--- config.mk ---
export PLATFORM = sky130hd
export DESIGN_NAME = bhc_front
export DESIGN_NICKNAME = d
export VERILOG_FILES = /design/src/design/bhc_pkg.sv /design/src/design/bhc_front.sv
export SDC_FILE = /design/constraint.sdc
export NUM_CORES = 1
export LEC_CHECK = 0
export BUFFER_PORTS_ARGS = -buffer_cell sky130_fd_sc_hd__buf_2
export CAP_MARGIN = 20
export CORE_MARGIN = 8
export CORE_UTILIZATION = 51
export CTS_CLUSTER_SIZE = 10
export DETAILED_ROUTE_END_ITERATION = 16
export PLACE_DENSITY = 0.8
export SLEW_MARGIN = 20
export SYNTH_ARGS = -nofsm -noshare
export SYNTH_HDL_FRONTEND = slang
export SYNTH_SLANG_ARGS = --single-unit
--- constraint.sdc ---
create_clock -name clk -period 4.3 [get_ports clk]
set_input_delay 0.86 -clock clk [delete_from_list [all_inputs] [get_ports clk]]
set_output_delay 0.86 -clock clk [all_outputs]
set_load 0.05 [all_outputs]
--- src/design/bhc_pkg.sv ---
// ---------------------------------------------------------------------------
// Bigram histogram counter package
// Sizes, command and result types and the byte-to-letter mapping.
// ---------------------------------------------------------------------------
package bhc_pkg;

  localparam int IDX_W         = 6;
  localparam int ALPHABET_SIZE = 57;
  localparam int COUNT_WIDTH   = 32;
  localparam int ACTIVE_W      = 12;

  // table is addressed as {row, column}, so unused rows/columns are padding
  localparam int ADDR_W    = 2 * IDX_W;
  localparam int MEM_DEPTH = 1 << ADDR_W;

  localparam int CMD_DEPTH = 4;
  localparam int CMD_PTR_W = $clog2(CMD_DEPTH);
  localparam int CMD_CNT_W = $clog2(CMD_DEPTH + 1);
  localparam int OUT_DEPTH = 4;
  localparam int OUT_PTR_W = $clog2(OUT_DEPTH);
  localparam int OUT_CNT_W = $clog2(OUT_DEPTH + 1);

  localparam logic OP_FEED = 1'b0;
  localparam logic OP_READ = 1'b1;

  localparam logic [COUNT_WIDTH-1:0] COUNT_MAX = '1;

  localparam logic [7:0] UPPER_A     = 8'h41;
  localparam logic [7:0] UPPER_Z     = 8'h5A;
  localparam logic [7:0] CASE_OFFSET = 8'h20;
  localparam logic [7:0] LOWER_A     = 8'h61;
  localparam logic [7:0] LOWER_Z     = 8'h7A;
  localparam logic [7:0] LATIN_LO    = 8'hE0;
  localparam logic [7:0] LATIN_MID   = 8'hF6;
  localparam logic [7:0] LATIN_HI    = 8'hF8;
  localparam logic [7:0] LATIN_TOP   = 8'hFF;
  localparam logic [7:0] LATIN_LO_BASE = 8'd26;
  localparam logic [7:0] LATIN_HI_BASE = 8'd49;

  typedef enum logic [1:0] {
    CMD_NOPAIR,
    CMD_PAIR,
    CMD_READ
  } cmd_kind_t;

  typedef struct packed {
    cmd_kind_t        kind;
    logic [IDX_W-1:0] row;
    logic [IDX_W-1:0] col;
  } cmd_t;

  typedef struct packed {
    logic                   pair_counted;
    logic [IDX_W-1:0]       first_index;
    logic [IDX_W-1:0]       second_index;
    logic [COUNT_WIDTH-1:0] count_value;
    logic [ACTIVE_W-1:0]    active_pairs;
  } result_t;

  // returns {hit, index}; hit is low for a separator byte
  function automatic logic [IDX_W:0] letter_index(input logic [7:0] b);
    logic [7:0] lc;
    logic [7:0] idx;
    logic       hit;
    lc  = (b inside {[UPPER_A:UPPER_Z]}) ? b + CASE_OFFSET : b;
    hit = 1'b1;
    idx = '0;
    if (lc inside {[LOWER_A:LOWER_Z]}) begin
      idx = lc - LOWER_A;
    end else if (lc inside {[LATIN_LO:LATIN_MID]}) begin
      idx = lc - LATIN_LO + LATIN_LO_BASE;
    end else if (lc inside {[LATIN_HI:LATIN_TOP]}) begin
      idx = lc - LATIN_HI + LATIN_HI_BASE;
    end else begin
      hit = 1'b0;
    end
    if (idx >= 8'(ALPHABET_SIZE)) begin
      hit = 1'b0;
    end
    return {hit, idx[IDX_W-1:0]};
  endfunction

endpackage

--- src/design/bhc_front.sv ---
// ---------------------------------------------------------------------------
// Bigram histogram counter front end
// Maps bytes to letters, tracks the pair chain and issues table commands.
// ---------------------------------------------------------------------------
module bhc_front (
  input  logic                     clk,
  input  logic                     rst_n,
  input  logic                     accept,
  input  logic                     opcode,
  input  logic [7:0]               text_byte,
  input  logic [bhc_pkg::IDX_W-1:0] read_row,
  input  logic [bhc_pkg::IDX_W-1:0] read_column,
  output bhc_pkg::cmd_t            cmd
);
  import bhc_pkg::*;

  logic [IDX_W-1:0] prev_idx_r, prev_idx_nxt;
  logic             prev_valid_r, prev_valid_nxt;
  logic [IDX_W:0]   letter;
  logic             hit;
  logic [IDX_W-1:0] idx;

  assign letter = letter_index(text_byte);
  assign hit    = letter[IDX_W];
  assign idx    = letter[IDX_W-1:0];

  always_comb begin
    prev_idx_nxt   = prev_idx_r;
    prev_valid_nxt = prev_valid_r;
    cmd.kind       = CMD_NOPAIR;
    cmd.row        = '0;
    cmd.col        = '0;
    if (opcode == OP_READ) begin
      cmd.kind = CMD_READ;
      cmd.row  = read_row;
      cmd.col  = read_column;
    end else if (!hit) begin
      // separator: break the chain
      if (accept) begin
        prev_valid_nxt = 1'b0;
      end
    end else begin
      if (prev_valid_r) begin
        cmd.kind = CMD_PAIR;
        cmd.row  = prev_idx_r;
        cmd.col  = idx;
      end
      if (accept) begin
        prev_idx_nxt   = idx;
        prev_valid_nxt = 1'b1;
      end
    end
  end

  always_ff @(posedge clk) begin
    if (!rst_n) begin
      prev_idx_r   <= '0;
      prev_valid_r <= 1'b0;
    end else begin
      prev_idx_r   <= prev_idx_nxt;
      prev_valid_r <= prev_valid_nxt;
    end
  end

endmodule

Word-level counts from Yosys, hierarchy flattened
Cells that the tools add are included.
- flip-flop bits (word level): 7
- word-level logic and storage cells: 38
- mux-type cells: 14
- $add $sub $neg: 6
- bitwise operators: 1
- reduce and logical (&&, ||, !) cells: 6
- magnitude comparators: 9
- operators by type and width (cell ; number):
    $mux 8 ; 4
    $mux 13 ; 2
    $add 8x6->8 const B ; 2
    $ge 8x7->1 const B ; 2
    $ge 8x8->1 const B ; 2
    $le 8x7->1 const B ; 2
    $le 8x8->1 const B ; 2
    $sub 8x8->8 const B ; 2
    $mux 14 ; 1
    $add 8x5->8 const B ; 1
    $ge 8x6->1 const B ; 1
    $sub 8x7->8 const B ; 1
    $mux 1 ; 7
    $logic_and 1x1->1 ; 4
    $reduce_and 3->1 ; 1
    $reduce_and 2->1 ; 1
    $not 1->1 ; 1

Longest topological paths before layout
- depth in word-level cells: 12
- mapped depth: 11
- depth with buffers taken out: 10

Worst setup path after synthesis
No wires, ideal clock.
- path type: input port to output port
- start point: input port text_byte[1]
- end point: output port cmd[10] (netlist name)
- data required time: 3440 ps
- stages: 11
- setup slack: -60 ps
- data arrival time: 3500 ps
- cell sequence: inv_1 > ha_1 > nor4b_4 > nand2b_2 > a41o_1 > a211oi_1 > a32oi_1 > or2_1 > a2111oi_4 > buf_6 > a22o_1
- RTL lines (item ; RTL line ; RTL):
    start: declaration ; bhc_front.sv:10 ; input logic [7:0] text_byte,
    end: declaration ; bhc_front.sv:13 ; output bhc_pkg::cmd_t cmd

==> impl_results.md <==
* Lkg Pwr at 0.839 nW
* Placed cell area at 0.00156 mm2
* DRT iter0 DRCs at 103
* Total die area at 0.00413 mm2
* # clock sinks at 7
* Post-synth EDFFs at 0
* Final WS setup at -0.0687 ns
* Peak supply drop at 123 uV
* Reg-to-reg startpoint: prev_valid_r
* Htree depth at 1
* TNS Setup at -0.307 ns
* Reg2reg setup slack at 3.61 ns
* Fin. max-slew vios at 0
* Die width at 64.3 um
* Register bit total from synthesis at 7
* R2r worst-path depth at 2
* Rel. slew slack at 65.0%
* Nets at 246
* Final setup fails at 11
* Worst-skew pair later-pin latency at 0.26 ns
* Hold Buf Count CTS at 0
* Critical hold path startpoint: prev_idx_r[2]
* Hold Path Depth at 2
* Routed Antenna Nets at 0
* Final period utilization at 102%
* Asr flop ratio synth at 0%
* Core ar. at 0.00221 mm2
* Pin count of the biggest net entering global routing at 16
* Routed len/inst at 17.8 um
* Cell variety after synth at 56
* Failing checks: setup timing
* Post-synth net total at 178
* Least-Margin Pin Slew at 0.518 ns
* Routed vias/inst at 5.98
* Cts bufs inserted at 3
* Syn Std Cell Area at 0.00119 mm2
* Worst Hold Class: flop to flop
* Die H at 64.3 um
* Power Dens Cells at 168 mW/mm2
* Reg2Reg Capture Point: prev_valid_r
* Max Root-Sink Buffers at 2
* Initial antenna violation count at 0
* All-Layer GR Usage at 15.7%
* Max Cap Violations at 0
* Crit Path Class: primary input to output pin
* CP required at 3.44 ns
* Drc violations at 0
* RePlAce Congestion at 0.895
* Final min period at 4.37 ns
* Dominant synthesized flop cell: dfxtp_1
* Initial DRT Pass Iterations at 4
* Commonest cells after routing, fill and taps aside: buf_4 (32), buf_2 (23), nand2_1 (16), buf_6 (14), inv_1 (10)
* Status: complete, but fails checks
* Syn-to-layout area delta at 57.2%
* Hpwl dp at 2.77 mm
* Clock Root Buffer: clkbuf_4
* Achievable frequency at 229 MHz
* Final core utilization at 84.4%
* Syn Inst Count at 145
* Num ports at 38
* Via count of the first global-routing pass at 1266
* CP max FO at 8
* First-pass GRT wire length at 5.50 mm
* Final hold viol count at 0
* Diode count at 0
* Post-Syn Area per Cell at 8.19 um2
* CTS tree: built
* Global route overflow at 0
* Clock slew at reported path FFs at 0.05 ns
* Startpoint Class: primary input
* Arr. time, crit path at 3.51 ns
* Hold EP: prev_idx_r[2]
* Critical path endpoint category: output pin
* Share of cells above drive strength 1 at 50.5%
* Ys Warns at 0
* Final instance area at 0.00187 mm2
* RSZ-0062 raised after global routing: true
* Initial core utilization at 53.7%
* Drt total wl at 4.26 mm
* Post-synthesis sequential area ratio at 11.8%
* Final Skew at 0 ns
* Commonest non-fill, non-tap cell in the layout: buf_4
* Number of port buffers at 37
* Via count at 1435
* Floorplan row count at 17
[critical path, stage by stage]
cell and delay [ns]:
buf_6 0.11, inv_6 0.06, ha_4 0.10, and2b_2 0.24, buf_4 0.15, o21ai_0 0.23
a211o_1 0.27, nor2_4 0.10, a221oi_2 0.36, nor3_4 0.10, a2111oi_4 0.39, buf_4 0.22
a22o_1 0.16, buf_6 0.16
[layout make-up]
| cell class | instances | area, um2 |
|---|---|---|
| multi-input cells | 118 | 1070 |
| repair buffers | 71 | 543 |
| fillers | 124 | 345 |
| clock buffers | 4 | 26.3 |
| well taps | 28 | 35.0 |
| inverters | 12 | 55.1 |
| flip-flops and latches | 7 | 140 |
[cell usage after synthesis, drive strengths merged (4+ instances only)]
| library cell | number | area [um2] |
|---|---|---|
| buf | 5 | 42.5 |
| nand2 | 17 | 66.3 |
| nand2b | 4 | 27.5 |
| a31oi | 4 | 31.3 |
| ha | 9 | 113 |
| nor3 | 4 | 31.3 |
| dfxtp | 7 | 140 |
| a21oi | 4 | 20.0 |
| mux2i | 7 | 70.1 |
| xor2 | 4 | 35.0 |
| a22o | 11 | 96.3 |
| nor2 | 6 | 25.0 |
| inv | 12 | 45.0 |
| o21ai | 5 | 28.8 |
[layer usage]
layer  track usage (%)  vias up  share of wire (%)  wire, um
met5                 0        -                  0         0
met4              8.72        0                3.4       146
met3              4.88       12                6.5       276
met2              27.3       65                 53      2240
met1              16.4      679                 38      1600
li1                  -      679                  -         -
[timing repair]
| action | in CTS | in global routing |
|---|---|---|
| gates cloned | 0 | 1 |
| gates resized for setup | 15 | 43 |
| setup endpoints to repair | 12 | 13 |
| setup buffers | 2 | 5 |
| pin swaps | 2 | 17 |
[cell families (layout without fill, tap and decap cells)]
family | Yosys count | after routing | synth area share, %
mux | 7 | 7 | 5.90
compound gates | 48 | 48 | 36.1
fa+ha+maj | 9 | 9 | 9.48
buf+inv | 20 | 87 | 8.32
xor+xnor | 7 | 7 | 5.16
simple gates | 47 | 47 | 23.2
flops | 7 | 7 | 11.8
[how the worst max path moves through the flow]
stage | from | to
CTS | text_byte[0] | cmd[0]
global placement | text_byte[0] | cmd[0]
finish | text_byte[0] | cmd[4]
floorplan | text_byte[1] | cmd[4]
global route | text_byte[0] | cmd[4]
detailed placement | text_byte[0] | cmd[0]
[registers in the layout (all words and copies together), names as in the netlist]
register / flops
prev_idx_r: 6
prev_valid_r: 1
[through the flow]
stage	std cells	total power, mW	hold slack [ns]	setup slack (ns)
final	240	0.313	0.456	-0.0687
after global routing	240	0.328	0.489	-0.103
after CTS	234	0.282	0.458	0.0157
after detailed placement	228	0.215	0.448	-0.135
after global placement	228	0.211	0.442	-0.0621
after floorplan	145	0.165	0.434	-0.0590
[where the power goes]
group / total, mW / switching [mW] / internal, mW
Combinational: 0.184 / 0.103 / 0.0809
Sequential: 0.0660 / 0.000367 / 0.0657
Clock: 0.0634 / 0.0278 / 0.0356
Total: 0.313 / 0.131 / 0.182
(Power assumes the default switching activity.)
