File: src/design/bhc_pkg.sv
// ---------------------------------------------------------------------------
// Bigram histogram counter package
// Sizes, command and result types and the byte-to-letter mapping.
// ---------------------------------------------------------------------------
package bhc_pkg;

  localparam int IDX_W         = 6;
  localparam int ALPHABET_SIZE = 57;
  localparam int COUNT_WIDTH   = 32;
  localparam int ACTIVE_W      = 12;

  // table is addressed as {row, column}, so unused rows/columns are padding
  localparam int ADDR_W    = 2 * IDX_W;
  localparam int MEM_DEPTH = 1 << ADDR_W;

  localparam int CMD_DEPTH = 4;
  localparam int CMD_PTR_W = $clog2(CMD_DEPTH);
  localparam int CMD_CNT_W = $clog2(CMD_DEPTH + 1);
  localparam int OUT_DEPTH = 4;
  localparam int OUT_PTR_W = $clog2(OUT_DEPTH);
  localparam int OUT_CNT_W = $clog2(OUT_DEPTH + 1);

  localparam logic OP_FEED = 1'b0;
  localparam logic OP_READ = 1'b1;

  localparam logic [COUNT_WIDTH-1:0] COUNT_MAX = '1;

  localparam logic [7:0] UPPER_A     = 8'h41;
  localparam logic [7:0] UPPER_Z     = 8'h5A;
  localparam logic [7:0] CASE_OFFSET = 8'h20;
  localparam logic [7:0] LOWER_A     = 8'h61;
  localparam logic [7:0] LOWER_Z     = 8'h7A;
  localparam logic [7:0] LATIN_LO    = 8'hE0;
  localparam logic [7:0] LATIN_MID   = 8'hF6;
  localparam logic [7:0] LATIN_HI    = 8'hF8;
  localparam logic [7:0] LATIN_TOP   = 8'hFF;
  localparam logic [7:0] LATIN_LO_BASE = 8'd26;
  localparam logic [7:0] LATIN_HI_BASE = 8'd49;

  typedef enum logic [1:0] {
    CMD_NOPAIR,
    CMD_PAIR,
    CMD_READ
  } cmd_kind_t;

  typedef struct packed {
    cmd_kind_t        kind;
    logic [IDX_W-1:0] row;
    logic [IDX_W-1:0] col;
  } cmd_t;

  typedef struct packed {
    logic                   pair_counted;
    logic [IDX_W-1:0]       first_index;
    logic [IDX_W-1:0]       second_index;
    logic [COUNT_WIDTH-1:0] count_value;
    logic [ACTIVE_W-1:0]    active_pairs;
  } result_t;

  // returns {hit, index}; hit is low for a separator byte
  function automatic logic [IDX_W:0] letter_index(input logic [7:0] b);
    logic [7:0] lc;
    logic [7:0] idx;
    logic       hit;
    lc  = (b inside {[UPPER_A:UPPER_Z]}) ? b + CASE_OFFSET : b;
    hit = 1'b1;
    idx = '0;
    if (lc inside {[LOWER_A:LOWER_Z]}) begin
      idx = lc - LOWER_A;
    end else if (lc inside {[LATIN_LO:LATIN_MID]}) begin
      idx = lc - LATIN_LO + LATIN_LO_BASE;
    end else if (lc inside {[LATIN_HI:LATIN_TOP]}) begin
      idx = lc - LATIN_HI + LATIN_HI_BASE;
    end else begin
      hit = 1'b0;
    end
    if (idx >= 8'(ALPHABET_SIZE)) begin
      hit = 1'b0;
    end
    return {hit, idx[IDX_W-1:0]};
  endfunction

endpackage

File: src/design/bhc_cmd_queue.sv
// ---------------------------------------------------------------------------
// Bigram histogram counter command queue
// Short FIFO that decouples the front end from the table update pipeline.
// ---------------------------------------------------------------------------
module bhc_cmd_queue (
  input  logic          clk,
  input  logic          rst_n,
  input  logic          push,
  input  bhc_pkg::cmd_t push_cmd,
  output logic          full,
  input  logic          pop,
  output bhc_pkg::cmd_t pop_cmd,
  output logic          empty
);
  import bhc_pkg::*;

  cmd_t                 q_r [CMD_DEPTH];
  logic [CMD_PTR_W-1:0] wr_ptr_r, wr_ptr_nxt;
  logic [CMD_PTR_W-1:0] rd_ptr_r, rd_ptr_nxt;
  logic [CMD_CNT_W-1:0] cnt_r, cnt_nxt;
  logic                 do_push, do_pop;

  assign full    = (cnt_r == CMD_CNT_W'(CMD_DEPTH));
  assign empty   = (cnt_r == '0);
  assign do_push = push && !full;
  assign do_pop  = pop && !empty;
  assign pop_cmd = q_r[rd_ptr_r];

  always_comb begin
    wr_ptr_nxt = do_push ? wr_ptr_r + 1'b1 : wr_ptr_r;
    rd_ptr_nxt = do_pop  ? rd_ptr_r + 1'b1 : rd_ptr_r;
    cnt_nxt    = cnt_r + CMD_CNT_W'(do_push) - CMD_CNT_W'(do_pop);
  end

  always_ff @(posedge clk) begin
    if (do_push) begin
      q_r[wr_ptr_r] <= push_cmd;
    end
  end

  always_ff @(posedge clk) begin
    if (!rst_n) begin
      wr_ptr_r <= '0;
      rd_ptr_r <= '0;
      cnt_r    <= '0;
    end else begin
      wr_ptr_r <= wr_ptr_nxt;
      rd_ptr_r <= rd_ptr_nxt;
      cnt_r    <= cnt_nxt;
    end
  end

endmodule

File: config.mk
export PLATFORM = sky130hd
export DESIGN_NAME = bhc_cmd_queue
export DESIGN_NICKNAME = d
export VERILOG_FILES = /design/src/design/bhc_pkg.sv /design/src/design/bhc_cmd_queue.sv
export SDC_FILE = /design/constraint.sdc
export NUM_CORES = 1
export LEC_CHECK = 0
export BUFFER_PORTS_ARGS = -buffer_cell sky130_fd_sc_hd__buf_2
export CAP_MARGIN = 15
export CORE_ASPECT_RATIO = 1.25
export CORE_MARGIN = 1.5
export CORE_UTILIZATION = 55
export CTS_BUF_LIST = sky130_fd_sc_hd__clkbuf_2
export DETAILED_ROUTE_END_ITERATION = 10
export HOLD_SLACK_MARGIN = 0.03
export PLACE_DENSITY = 0.8
export SKIP_CTS_REPAIR_TIMING = 1
export SYNTH_ARGS = -nofsm -noshare
export SYNTH_HDL_FRONTEND = slang
export SYNTH_SLANG_ARGS = --single-unit
File: constraint.sdc
create_clock -name clk -period 4.15 [get_ports clk]
set_input_delay 0.415 -clock clk [delete_from_list [all_inputs] [get_ports clk]]
set_output_delay 0.415 -clock clk [all_outputs]
set_load 0.02 [all_outputs]
# Word level (Yosys, flattened, before mapping)
# Memory sizes are Yosys's and may differ from the RTL's. A register that Yosys moved wholly into a read port is not among the register bits.
# Cells that the tools add are included.
dict set report totals {
  ff_bits 7
  input_bits 18
  output_inout_bits 16
  ramBits 56
  word_cells 18
  n_memories 1
}
dict set report classes {
  n_reduce_logical 5
  n_addsub 4
  eq_ne 1
  muxes 4
}
# memory words width rd rd_ports_with_merged_regs write_ports line_no
set mem_list {}
lappend mem_list {q_r 4 14 1 1 1 bhc_cmd_queue.sv:17} ;# cmd_t q_r [CMD_DEPTH];
# op n
set ops {}
lappend ops {{$add A2 B1 Y2 const B} 2}
lappend ops {{$mux W2} 2}
lappend ops {{$add A3 B1 Y3} 1}
lappend ops {{$eq A3 B3 Y1 const B} 1}
lappend ops {{$logic_not A3 Y1} 1}
lappend ops {{$sub A3 B1 Y3} 1}
lappend ops {{$logic_and A1 B1 Y1} 2}
lappend ops {{$logic_not A1 Y1} 2}
lappend ops {{$mux W1} 2}

# Longest topological paths before layout
dict set report depth {
  depth_word 5
  mapped_depth 11
  mapped_depth_nobuf 10
}

# Worst setup path before layout
# OpenSTA, ideal clock, no wires.
dict set report synth_timing {
  path_type {register to register}
  from {register cnt_r[1]}
  to {register cnt_r[2]}
  t_arrival_ns 2.137
  stages_incl_launch_ff 10
  path_slack_ns 1.898
  required_time_ns 4.035
  setup_time_ns 0.115
  synth_period_minus_slack_ns 2.252
  n_path_buf 0
  cell_sequence {dfxtp_1 > nor3_2 > nor2b_1 > ha_1 > inv_1 > ha_1 > fa_1 > xnor2_1 > xnor2_1 > and2_1}
}
dict set report synth_via {
  elab_cells_between_ends 8
  cone_classes {add/sub (2); eq/ne (1); reduce/logical (5)}
}
# element line_no
set synth_lines {}
lappend synth_lines {{start: declaration} bhc_cmd_queue.sv:20} ;# logic [CMD_CNT_W-1:0] cnt_r, cnt_nxt;
lappend synth_lines {{start signal: assignment} bhc_cmd_queue.sv:49} ;# cnt_r <= cnt_nxt;
lappend synth_lines {{$logic_not A3 Y1} bhc_cmd_queue.sv:24} ;# assign empty = (cnt_r == '0);
lappend synth_lines {{named net empty} bhc_cmd_queue.sv:13} ;# output logic empty
lappend synth_lines {{$logic_not A1 Y1} bhc_cmd_queue.sv:26} ;# assign do_pop = pop && !empty;
lappend synth_lines {{$logic_and A1 B1 Y1} bhc_cmd_queue.sv:26}
lappend synth_lines {{named net do_pop} bhc_cmd_queue.sv:21} ;# logic do_push, do_pop;
lappend synth_lines {{$sub A3 B1 Y3} bhc_cmd_queue.sv:32} ;# cnt_nxt = cnt_r + CMD_CNT_W'(do_push) - CMD_CNT_W'(do_pop);
# The timed path passes the listed nets, and every way through them passes these cells.
# A chain may end at the register's enable or synchronous reset.

==> flow_summary.json <==
{
  "setup_viol": 0,
  "synth_area_leaders": "edfxtp_1 (66%), mux4_2 (8.9%), dfxtp_1 (7.1%)",
  "track_usage_pct": 17.0,
  "synth_cell_types": 22,
  "ant_nets": 0,
  "holdCritPathClass": "in2reg",
  "leakagePower_nw": 1.02,
  "final_nets": 188,
  "start_util_pct": 57.3,
  "rows": 27,
  "rsz0062_at_grt": "no",
  "grt_first_pass_wirelength_um": 6050,
  "dp.cells": 210,
  "yosys_warnings": 0,
  "worst_pin_slew_ns": 0.863,
  "die_h_um": 78.9,
  "dp_hpwl_um": 2640,
  "clock-root-buffer": "clkbuf_2",
  "cts_tree": "done",
  "yosysSeqAreaShare_pct": 73.5,
  "path_max_fanout": 14,
  "routed_wl_um": 3780,
  "gp_congestion": 0.700,
  "yosysTopAreaCellShare_pct": 66.4,
  "ios": 34,
  "clkTransAtPathRegs_ns": 0.16,
  "arrival_ns": 2.18,
  "synthesis.nets": 149,
  "grt_max_degree": 15,
  "irDropWorstVdd_v": 0.000341,
  "slew_viol_final": 0,
  "netlist_area_mm2": 0.00253,
  "ys.flop_type": "edfxtp_1",
  "synth.most_common_cell": "edfxtp_1",
  "crit_type": "reg2out",
  "clk_latency_ns": 0.45,
  "via_count": 1203,
  "drc": 0,
  "fp.coreArea_mm2": 0.00443,
  "die_x_um": 63.7,
  "htreeDepth": 3,
  "fmax_mhz": 386,
  "syn_inst": 124,
  "numCtsBuffers": 9,
  "drt-vias-per-instance": 5.32,
  "slew-limit-headroom_pct": 42.4,
  "instances_no_fill": 226,
  "clock_path_buffers": 2,
  "fin_crit_ns": 2.59,
  "finalPower_mw": 1.60,
  "wl_per_cell_um": 16.7,
  "firstDrtPassIters": 4,
  "hold_ws_ns": 0.156,
  "die_area_mm2": 0.00503,
  "worst_ep_required_time_ns": 3.73,
  "critPathLaunchType": "flip-flop",
  "fin_setup_tns_ns": 0,
  "skew_ns": 0.0153,
  "syn_avg_cell_area_um2": 20.4,
  "antenna_found_initial": 0,
  "drv_cap": 0,
  "grt_overflow_total": 0,
  "grt_pass1_vias": 1294,
  "area_growth_pct": 11.7,
  "finalHoldViolCount": 0,
  "yosys_register_bits": 65,
  "min-delay-start": "push_cmd[4]",
  "ys_top_cells_by_count": "edfxtp_1 (56), mux4_2 (10), dfxtp_1 (9), and2_1 (7)",
  "outcome": "finished clean",
  "fin_crit_sh_pct": 62.5,
  "drt_iter0_drc": 36,
  "power.density_mw_per_mm2": 567,
  "nFillCells": 326,
  "portBuffers": 33,
  "cts_sinks": 65,
  "reg2reg_from": "cnt_r[2]",
  "drive_gt1_share_pct": 35.7,
  "n_antenna_cell": 0,
  "synth_edf_count": 56,
  "synth_top_cell_by_area": "edfxtp_1",
  "async_flop_share_pct": 0,
  "critPathCaptureType": "output pin"
}
## state kept, by name (all words and copies together) (netlist names), named ones only
name,cells
rd_ptr_r,2
q_r,56
wr_ptr_r,2
cnt_r,3
## metal layers
metal | GRT usage [%] | up-vias | share of wire (%)
met4 | 11.3 | 0 | 0.56
met2 | 29.2 | 31 | 55
met5 | 0 | - | 0
li1 | - | 562 | -
met1 | 19.0 | 606 | 40
met3 | 3.54 | 4 | 4.9
## worst max-delay path, cell delays in order (launching register included)
cell,delay (ns)
dfxtp_1,0.91
mux4_1,0.64
buf_2,0.18
## path summary, 6_finish.rpt
path / endpoint / slack [ns] / cells past startpoint
setup / recovery: pop_cmd[9] / 1.56 / 2
setup reg to reg: cnt_r[2] / 1.65 / 10
hold / removal: q_r[0][4] / 0.16 / 1
hold reg to reg: rd_ptr_r[1] / 0.51 / 2
## layout by cell type (no fill, tap or decap)
cell type and n:
edfxtp_1 56, buf_2 33, clkbuf_2 12, mux4_2 10, dfxtp_1 9, and2_1 7
inv_1 6, nand2_1 6, ha_1 6, mux4_1 4, o21ai_0 3, nor2b_1 2
mux2i_1 2, xnor2_1 2, clkinv_2 2, nor3_2 1, nor3b_2 1, nand4bb_1 1
or3_1 1, a21boi_1 1, fa_1 1, bufinv_16 1, clkinv_1 1
## kinds of logic (layout without fill, tap and decap cells)
logic type / Yosys count / in the layout / share of synthesized area [%]
flip-flops: 65 / 65 / 73.5
AND/OR/NAND/NOR: 19 / 19 / 4.69
multiplexers: 16 / 16 / 13.8
buffers and inverters: 11 / 55 / 2.67
adder cells (fa/ha/maj): 7 / 7 / 3.75
AO/OA/AOI/OAI: 4 / 4 / 0.889
XOR/XNOR: 2 / 2 / 0.691
## cell type report
| type | instances | area (µm²) | area share [%] |
|---|---|---|---|
| well taps | 58 | 72.6 | 2.56 |
| flip-flops and latches | 65 | 1860 | 65.8 |
| clock inverters | 4 | 43.8 | 1.55 |
| clock buffers | 12 | 60.1 | 2.12 |
| multi-input cells | 48 | 604 | 21.4 |
| repair buffers | 33 | 165 | 5.84 |
| inverters | 6 | 22.5 | 0.796 |
## power breakdown
part           total [mW]  leakage [nW]  switching (mW)  internal (mW)
clock network       0.342        0.0734           0.198          0.143
registers           0.858         0.587          0.0620          0.796
logic               0.405         0.355           0.219          0.186
total                1.60          1.02           0.480           1.12
## metrics by stage
| step | util [%] | area [µm²] | setup slack [ns] |
|---|---|---|---|
| after detailed placement | 61.6 | 2730 | 1.66 |
| after floorplan | - | 2530 | 1.90 |
| after CTS | 64.0 | 2830 | 1.47 |
| after global placement | 61.6 | 2730 | 1.85 |
| after global routing | 64.0 | 2830 | 1.35 |
| final | 64.0 | 2830 | 1.56 |
No activity file was read; power rests on OpenSTA's default activity.
